<file path="src/rtl/core/gapb_pkg.sv">
// shared types, register codes and helpers for the glyph alpha pixel blender
package gapb_pkg;

    localparam int CFG_IDX_W = 3;
    localparam int CFG_DATA_W = 16;
    localparam int ADDR_W = 22;
    localparam int SUM_W = 14;

    localparam logic [3:0] SOLID_THRESHOLD = 4'd3;
    localparam logic [3:0] COVERAGE_FULL = 4'hF;
    localparam logic [3:0] COVERAGE_NONE = 4'h0;
    localparam logic [SUM_W-1:0] ROUND_BIAS = 14'd127;

    typedef enum logic [CFG_IDX_W-1:0] {
        REG_TEXT_COLOR  = 3'd0,
        REG_SOLID_MODE  = 3'd1,
        REG_FB_WIDTH    = 3'd2,
        REG_FB_HEIGHT   = 3'd3,
        REG_CELL_WIDTH  = 3'd4,
        REG_CELL_HEIGHT = 3'd5
    } reg_idx_t;

    typedef struct packed {
        logic signed [11:0] origin_x;
        logic signed [11:0] origin_y;
        logic [5:0]         cell_row;
        logic [5:0]         cell_col;
        logic [7:0]         coverage_byte;
        logic [15:0]        dest_pixel;
    } cmd_t;

    typedef struct packed {
        logic              write_enable;
        logic [ADDR_W-1:0] pixel_address;
        logic [15:0]       new_pixel;
    } result_t;

    typedef struct packed {
        logic [15:0] text_color;
        logic        solid_mode;
        logic [11:0] fb_width;
        logic [11:0] fb_height;
        logic [6:0]  cell_width;
        logic [6:0]  cell_height;
    } cfg_t;

    typedef struct packed {
        logic        we;
        logic        sel_color;
        logic [3:0]  a4;
        logic [11:0] xx;
        logic [11:0] yy;
        logic [15:0] dest;
    } clip_t;

    typedef struct packed {
        logic              we;
        logic              sel_color;
        logic [ADDR_W-1:0] row_base;
        logic [11:0]       xx;
        logic [SUM_W-1:0]  r_sum;
        logic [SUM_W-1:0]  g_sum;
        logic [SUM_W-1:0]  b_sum;
        logic [15:0]       dest;
    } mix_t;

    function automatic logic [15:0] swap16(input logic [15:0] v);
        return {v[7:0], v[15:8]};
    endfunction

    // exact floor(v / 255) for v below 16320
    function automatic logic [5:0] div255(input logic [SUM_W-1:0] v);
        logic [SUM_W-1:0] t;
        t = v + 14'd1 + {8'd0, v[13:8]};
        return t[13:8];
    endfunction

endpackage

</file>
<file path="src/rtl/core/gapb_clip.sv">
// stage one: clipping, nibble select and write decision
module gapb_clip (
    input  logic          clk,
    input  logic          rst_n,
    input  logic          in_valid,
    input  gapb_pkg::cmd_t in_cmd,
    input  gapb_pkg::cfg_t cfg,
    output logic          out_valid,
    output gapb_pkg::clip_t out_data
);
    import gapb_pkg::*;

    logic        valid_reg;
    clip_t       data_reg;
    clip_t       data_next;
    logic signed [12:0] xx_s;
    logic signed [12:0] yy_s;
    logic        in_bounds;
    logic        odd_idx;
    logic [3:0]  a4;

    always_comb
    begin
        xx_s = 13'(in_cmd.origin_x) + $signed({7'd0, in_cmd.cell_col});
        yy_s = 13'(in_cmd.origin_y) + $signed({7'd0, in_cmd.cell_row});
        in_bounds = ({1'b0, in_cmd.cell_row} < cfg.cell_height)
                 && ({1'b0, in_cmd.cell_col} < cfg.cell_width)
                 && !xx_s[12] && (xx_s[11:0] < cfg.fb_width)
                 && !yy_s[12] && (yy_s[11:0] < cfg.fb_height);
        // parity of row * cell_width + col
        odd_idx = (in_cmd.cell_row[0] & cfg.cell_width[0]) ^ in_cmd.cell_col[0];
        a4 = odd_idx ? in_cmd.coverage_byte[3:0] : in_cmd.coverage_byte[7:4];
        data_next.we = in_bounds && (a4 != COVERAGE_NONE)
                    && !(cfg.solid_mode && (a4 < SOLID_THRESHOLD));
        data_next.sel_color = cfg.solid_mode || (a4 == COVERAGE_FULL);
        data_next.a4 = a4;
        data_next.xx = xx_s[11:0];
        data_next.yy = yy_s[11:0];
        data_next.dest = in_cmd.dest_pixel;
    end

    always_ff @(posedge clk or negedge rst_n)
    begin
        if (!rst_n)
        begin
            valid_reg <= 1'b0;
        end
        else
        begin
            valid_reg <= in_valid;
        end
    end

    always_ff @(posedge clk)
    begin
        if (in_valid)
        begin
            data_reg <= data_next;
        end
    end

    assign out_valid = valid_reg;
    assign out_data = data_reg;

endmodule

</file>
<file path="src/rtl/core/gapb_mix.sv">
// stage two: row base product and per channel weighted sums
module gapb_mix (
    input  logic           clk,
    input  logic           rst_n,
    input  logic           in_valid,
    input  gapb_pkg::clip_t in_data,
    input  gapb_pkg::cfg_t  cfg,
    output logic           out_valid,
    output gapb_pkg::mix_t  out_data
);
    import gapb_pkg::*;

    logic        valid_reg;
    mix_t        data_reg;
    mix_t        data_next;
    logic [15:0] src;
    logic [15:0] dst;
    logic [7:0]  alpha;
    logic [7:0]  inv_alpha;
    logic [23:0] base_full;

    always_comb
    begin
        src = swap16(cfg.text_color);
        dst = swap16(in_data.dest);
        alpha = {in_data.a4, in_data.a4};
        inv_alpha = ~alpha;
        base_full = {12'd0, in_data.yy} * {12'd0, cfg.fb_width};
        data_next.we = in_data.we;
        data_next.sel_color = in_data.sel_color;
        data_next.row_base = base_full[ADDR_W-1:0];
        data_next.xx = in_data.xx;
        data_next.r_sum = {9'd0, src[15:11]} * {6'd0, alpha}
                        + {9'd0, dst[15:11]} * {6'd0, inv_alpha} + ROUND_BIAS;
        data_next.g_sum = {8'd0, src[10:5]} * {6'd0, alpha}
                        + {8'd0, dst[10:5]} * {6'd0, inv_alpha} + ROUND_BIAS;
        data_next.b_sum = {9'd0, src[4:0]} * {6'd0, alpha}
                        + {9'd0, dst[4:0]} * {6'd0, inv_alpha} + ROUND_BIAS;
        data_next.dest = in_data.dest;
    end

    always_ff @(posedge clk or negedge rst_n)
    begin
        if (!rst_n)
        begin
            valid_reg <= 1'b0;
        end
        else
        begin
            valid_reg <= in_valid;
        end
    end

    always_ff @(posedge clk)
    begin
        if (in_valid)
        begin
            data_reg <= data_next;
        end
    end

    assign out_valid = valid_reg;
    assign out_data = data_reg;

endmodule

</file>
<file path="src/rtl/core/gapb_pack.sv">
// stage three: divide by 255, repack pixel, finish address
module gapb_pack (
    input  logic              clk,
    input  logic              rst_n,
    input  logic              in_valid,
    input  gapb_pkg::mix_t     in_data,
    input  gapb_pkg::cfg_t     cfg,
    output logic              out_valid,
    output gapb_pkg::result_t  out_data
);
    import gapb_pkg::*;

    logic        valid_reg;
    result_t     data_reg;
    result_t     data_next;
    logic [5:0]  r_q;
    logic [5:0]  g_q;
    logic [5:0]  b_q;
    logic [15:0] blended;

    always_comb
    begin
        r_q = div255(in_data.r_sum);
        g_q = div255(in_data.g_sum);
        b_q = div255(in_data.b_sum);
        blended = swap16({r_q[4:0], g_q, b_q[4:0]});
        data_next.write_enable = in_data.we;
        if (in_data.we)
        begin
            data_next.pixel_address = in_data.row_base + {10'd0, in_data.xx};
            data_next.new_pixel = in_data.sel_color ? cfg.text_color : blended;
        end
        else
        begin
            data_next.pixel_address = '0;
            data_next.new_pixel = in_data.dest;
        end
    end

    always_ff @(posedge clk or negedge rst_n)
    begin
        if (!rst_n)
        begin
            valid_reg <= 1'b0;
        end
        else
        begin
            valid_reg <= in_valid;
        end
    end

    always_ff @(posedge clk)
    begin
        if (in_valid)
        begin
            data_reg <= data_next;
        end
    end

    assign out_valid = valid_reg;
    assign out_data = data_reg;

endmodule

</file>
<file path="src/rtl/core/glyph_alpha_pixel_blender.sv">
// glyph alpha pixel blender: top level with configuration registers
//
// Takes one glyph pixel per clock and returns its framebuffer write through
// the clip, mix and pack registers: done pulses for one cycle with result
// holding write enable, address and new pixel. The three register stages
// (clip and nibble select, multiply, divide and repack) run every cycle, so
// busy stays low and a new item may follow each cycle. The receiver cannot
// stall: a result is shown for exactly one cycle. Configuration writes are
// always ready and should be issued only with no item in flight.
module glyph_alpha_pixel_blender (
    input  logic                               clk,
    input  logic                               rst_n,
    input  logic                               start,
    output logic                               busy,
    input  gapb_pkg::cmd_t                      cmd,
    output logic                               done,
    output gapb_pkg::result_t                   result,
    input  logic                               cfg_valid,
    output logic                               cfg_ready,
    input  logic [gapb_pkg::CFG_IDX_W-1:0]      cfg_index,
    input  logic [gapb_pkg::CFG_DATA_W-1:0]     cfg_data
);
    import gapb_pkg::*;

    cfg_t  cfg_reg;
    logic  accept;
    logic  clip_valid;
    clip_t clip_data;
    logic  mix_valid;
    mix_t  mix_data;

    assign busy = 1'b0;
    assign cfg_ready = 1'b1;
    assign accept = start && !busy;

    always_ff @(posedge clk or negedge rst_n)
    begin
        if (!rst_n)
        begin
            cfg_reg.text_color  <= 16'hFFFF;
            cfg_reg.solid_mode  <= 1'b0;
            cfg_reg.fb_width    <= 12'd800;
            cfg_reg.fb_height   <= 12'd480;
            cfg_reg.cell_width  <= 7'd30;
            cfg_reg.cell_height <= 7'd30;
        end
        else if (cfg_valid && cfg_ready)
        begin
            unique case (reg_idx_t'(cfg_index))
                REG_TEXT_COLOR:  cfg_reg.text_color  <= cfg_data;
                REG_SOLID_MODE:  cfg_reg.solid_mode  <= cfg_data[0];
                REG_FB_WIDTH:    cfg_reg.fb_width    <= cfg_data[11:0];
                REG_FB_HEIGHT:   cfg_reg.fb_height   <= cfg_data[11:0];
                REG_CELL_WIDTH:  cfg_reg.cell_width  <= cfg_data[6:0];
                REG_CELL_HEIGHT: cfg_reg.cell_height <= cfg_data[6:0];
                default:         ;
            endcase
        end
    end

    gapb_clip u_clip (
        .clk       (clk),
        .rst_n     (rst_n),
        .in_valid  (accept),
        .in_cmd    (cmd),
        .cfg       (cfg_reg),
        .out_valid (clip_valid),
        .out_data  (clip_data)
    );

    gapb_mix u_mix (
        .clk       (clk),
        .rst_n     (rst_n),
        .in_valid  (clip_valid),
        .in_data   (clip_data),
        .cfg       (cfg_reg),
        .out_valid (mix_valid),
        .out_data  (mix_data)
    );

    gapb_pack u_pack (
        .clk       (clk),
        .rst_n     (rst_n),
        .in_valid  (mix_valid),
        .in_data   (mix_data),
        .cfg       (cfg_reg),
        .out_valid (done),
        .out_data  (result)
    );

endmodule

</file>
<file path="config.mk">
export PLATFORM = sky130hd
export DESIGN_NAME = glyph_alpha_pixel_blender
export DESIGN_NICKNAME = d
export VERILOG_FILES = /design/src/rtl/core/gapb_pkg.sv /design/src/rtl/core/gapb_clip.sv /design/src/rtl/core/gapb_mix.sv /design/src/rtl/core/gapb_pack.sv /design/src/rtl/core/glyph_alpha_pixel_blender.sv
export SDC_FILE = /design/constraint.sdc
export NUM_CORES = 1
export LEC_CHECK = 0
export ABC_CLOCK_PERIOD_IN_PS = 6100
export BUFFER_PORTS_ARGS = -buffer_cell sky130_fd_sc_hd__buf_4
export CORE_UTILIZATION = 45
export DETAILED_ROUTE_END_ITERATION = 10
export HOLD_SLACK_MARGIN = 0.03
export MAX_ROUTING_LAYER = met4
export PLACE_DENSITY = 0.61
export SLEW_MARGIN = 15
export SYNTH_ARGS = -nofsm -noshare
export SYNTH_HDL_FRONTEND = slang
export SYNTH_SLANG_ARGS = --single-unit
</file>
<file path="constraint.sdc">
create_clock -name clk -period 6.1 [get_ports clk]
set_input_delay 0 -clock clk [delete_from_list [all_inputs] [get_ports clk]]
set_output_delay 0 -clock clk [all_outputs]
set_load 0.01 [all_outputs]
</file>
-- Word-level counts from Yosys, hierarchy flattened
Cells that the tools add are included.
- $add $sub $neg: 15
- multipliers: 7
- div/mod/pow operators: 0
- magnitude comparators: 5
- equal/unequal tests: 6
- shift-type cells: 0
- mux-type cells: 3
- bitwise gates (word level): 3
- reductions and logical operators: 20
- operators with widths (kind ; count):
    $mul A5 B8 Y13 ; 4
    $add A14 B7 Y14 const B ; 3
    $mux W16 ; 2
    $add A13 B13 Y14 ; 2
    $mul A6 B8 Y14 ; 2
    $add A12 B7 Y13 ; 2
    $add A13 B1 Y13 const B ; 2
    $add A13 B6 Y13 ; 2
    $lt A12 B12 Y1 ; 2
    $add A22 B12 Y22 ; 1
    $mul A12 B12 Y22 ; 1
    $add A14 B1 Y14 const B ; 1
    $add A14 B14 Y14 ; 1
    $add A14 B6 Y14 ; 1
    $lt A6 B7 Y1 ; 2
    $reduce_and A2 Y1 ; 6
    $logic_and A1 B1 Y1 ; 8
    $not A8 Y8 ; 1
    $eq A3 B2 Y1 const B ; 2
    $eq A3 B3 Y1 const B ; 2
    $eq A4 B4 Y1 const B ; 1
    $lt A4 B2 Y1 const B ; 1
    $mux W4 ; 1
    $reduce_bool A4 Y1 ; 1
    6 further kinds ; 8
- register bits after elaboration: 237
- bits in latches: 0
- RAM bits: 0
- bits in read-only memories: 0
- input port bits: 83
- output and inout port bits: 42
- memories: 0

-- Logic depth before layout (Yosys ltp)
- depth after elaboration: 8
- depth in mapped cells: 19

-- Cells and area by module
A second synthesis with hierarchy kept.
- cell total of the unflattened synthesis: 2247
- area, all modules: 23695.2 µm²
- modules (own cells, without submodules) (module ; times used ; cells an instance ; area each (µm²) ; seq. area each (µm²)):
    gapb_mix ; 1 ; 1551 ; 15462.3 ; 2847.7
    gapb_clip ; 1 ; 275 ; 3049.2 ; 1406.3
    gapb_pack ; 1 ; 297 ; 3026.7 ; 1196.1
    glyph_alpha_pixel_blender ; 1 ; 124 ; 2157.1 ; 1415.1

-- Worst setup path before layout
Ideal clock, no wire load.
- path type: reg-to-reg
- start point: reg cfg_reg[31] in the netlist's numbering
- end point: reg u_mix.data_reg (netlist bit u_mix.out_data[91]) (data pin)
- data arrival time: 4.949 ns
- setup slack: 0.891 ns
- stages on the path, launching flop included: 18
- buffers on the path: 1
- period minus slack after synthesis: 5.209 ns
- cell sequence: dfstp_2 -> clkbuf_1 -> nand2_1 -> fa_1 -> inv_1 -> fa_1 -> inv_1 -> fa_1 -> fa_1 -> fa_1 -> inv_1 -> ha_1 -> or4_1 -> o21a_1 -> o211ai_1 -> a21oi_1 -> or4_1 -> o311a_1
- word-level cells in the longest chain between the ends: 1
- RTL lines (item ; line ; RTL):
    start, declared ; glyph_alpha_pixel_blender.sv:25 ; cfg_t cfg_reg;
    $mul A12 B12 Y22 ; gapb_mix.sv:28 ; base_full = {12'd0, in_data.yy} * {12'd0, cfg.fb_width};
    named net u_mix.base_full[21] ; gapb_mix.sv:20 ; logic [23:0] base_full;
    end signal, assigned ; gapb_mix.sv:58 ; data_reg <= data_next;
    end, declared ; gapb_mix.sv:14 ; mix_t data_reg;
The timed path passes the listed nets, and every way through them passes these cells.
A chain may end at the register's enable or synchronous reset.

==> results.cfg <==
[worst_setup_path]
max_stage_delay_ps = 810
crit_arrival_ps = 5960
cp.required_ps = 6420
cp_max_fo = 19
crit_buf_inv = 2
cp-start-kind = register
crit_top_cell = fa_1
cp-end-kind = register
worstPathCellList = and2_1 > inv_1 > fa_1 > fa_1 > inv_1 > fa_1 > fa_1 > fa_1 > ha_1 > o21ai_0 > nor2_1 > or4_1 > a41o_1 > o41ai_2 > xor2_1
path_delay_family = adder cells
crit_type = reg -> reg
cpMaxStageDelayCell = edfxtp_1

[floorplan]
core_area_sq_um = 51500
die_area_sq_um = 53300
rows = 83
die_x_microns = 231
start_util = 0.458
dieHeight_microns = 231
io_pins = 125

[synthesis]
ys.flop_type = edfxtp_1
syn_area_per_cell_sq_um = 10.4
synthArstFlopShare = 0.245
ys_seq_area_frac = 0.291
synth_commonest_cells = inv_1, fa_1, ha_1
netlist_instances = 2267
yosysTopAreaCell = fa_1
synth_most_common_cell = inv_1
synth_area_sq_um = 23600
synth_area_leaders = fa_1, edfxtp_1, ha_1
yosys_warnings = 0
syn_nets = 2874
synth_edf_count = 179
synth.distinct_cells = 67
ys_ff_latch = 237
netlist.area_leader.share = 0.249

[routing]
drtPass1Iterations = 5
viasPerCell = 5.11
via_count = 16300
drt_iter0_drc = 769
drt-total-wl_microns = 59400
drtAntennaViolNets = 0
post_drt_wl_per_cell_microns = 18.6
drc = 0

[layout]
multiInputGateArea_sq_um = 14600
drive_gt1_frac = 0.110
seq_area_sq_um = 6870
final_nets = 3087
num_antenna_cells = 0
largest_reg_flops = 94
fillCellCount = 4691
area_delta_synth_final_pct = 15.3

[cts]
cts_htree_levels = 1
cts.sinks = 237
cts-hold-fix-buffers = 100
post-cts-setup-buffers = 0
postCtsResizedCells = 0
clkTransAtPathRegs_ps = 60
clk_latency_ps = 580
numCtsBuffers = 30
root_buffer = clkbuf_16
cts_tree = done
cts_buffer_depth = 3

[sta]
hold_violations = 0
finalSetupViolCount = 0
worst_slew_pin_slew_ps = 1120
setup_tns_ps = 0
fmax_mhz = 177
rsz0062_at_grt = false
drv_slew = 0
hold_ws_ps = 63.5
slew_headroom = 0.247
finalClockSkew_ps = 12.2
finalCritPeriodShare = 0.925
fin_crit_ps = 5640

[global_route]
grt_max_degree = 74
grt_pass1_vias = 17100
grtUsageTotal = 0.237
grt_pass1_wl_microns = 94700
overflow = 0
antenna_found_initial = 0

[place]
gp_congestion = 0.910
hpwl_microns = 47700
port_buffers = 122

[flow_run]
maxCapViolations = 0

[hold_path]
hold_class = in -> async

[run_status]
outcome = completed
worst paths after layout:
path                                     start             endpoint  slack (ps)  cells after the start
min in group clk                       cmd[25]  u_clip.out_data[29]          70                      4
max reg2reg                u_clip.out_data[40]   u_mix.out_data[57]         460                     15
max in group asynchronous                rst_n      u_mix.out_valid        5410                      2
min reg2reg                u_clip.out_data[37]   u_mix.out_data[67]         410                      0
min                                      rst_n          cfg_reg[23]          60                      2
max                        u_clip.out_data[40]   u_mix.out_data[57]         460                     15
layer usage:
metal | up-vias | GRT usage | wire length, microns
li1 | 7694 | - | -
met1 | 8176 | 0.327 | 27700
met2 | 332 | 0.383 | 28200
met3 | 59 | 0.0174 | 2250
met4 | 0 | 0.0532 | 1200
met5 | - | - | 0
metrics by stage:
| stage | setup slack, ps | std cells | instance area [sq um] | util |
|---|---|---|---|---|
| floorplan | 891 | 2267 | 23600 | - |
| global placement | 538 | 3028 | 25200 | 0.490 |
| detailed placement | 495 | 3028 | 25200 | 0.490 |
| CTS | 466 | 3184 | 27200 | 0.528 |
| global route | 101 | 3184 | 27200 | 0.528 |
| finish | 460 | 3184 | 27200 | 0.528 |
cell usage in the layout (no fill, tap or decap), types with 12 or more instances in the layout:
cell,netlist,routed
and2_1,87,87
nand2b_1,61,61
xnor2_1,67,67
clkbuf_16,0,32
inv_1,521,521
ha_1,231,231
o211ai_1,12,12
nand2_1,181,181
buf_4,2,134
o21a_1,23,23
o21ai_0,68,68
a211oi_1,20,20
a21o_1,21,21
fa_1,293,293
edfxtp_1,179,179
and3_1,18,18
dlygate4sd3_1,0,100
a21oi_1,56,56
xor2_1,19,19
nor2b_1,30,30
nor2_1,73,73
mux2_2,47,47
dfrtp_1,27,25
nand3_1,22,22
dfstp_2,31,31
area by class of cell:
class,instances,area share
clock buffers,41,0.0311
clock inverters,15,0.00423
inverters,521,0.0719
multi-input cells,1456,0.535
flip-flops and latches,237,0.253
well taps,680,0.0313
repair buffers,234,0.0738
kinds of logic after synthesis:
family,after synthesis,synth area share
AND/OR/NAND/NOR,528,0.113
buffers and inverters,574,0.0917
adder cells (fa/ha/maj),524,0.371
AO/OA/AOI/OAI,263,0.0745
multiplexers,52,0.0246
flip-flops,237,0.291
XOR/XNOR,87,0.0329
other,2,0.000319
Power is not shown: default switching activity piles up to over one toggle a cycle in this logic, so the estimate is an artifact.
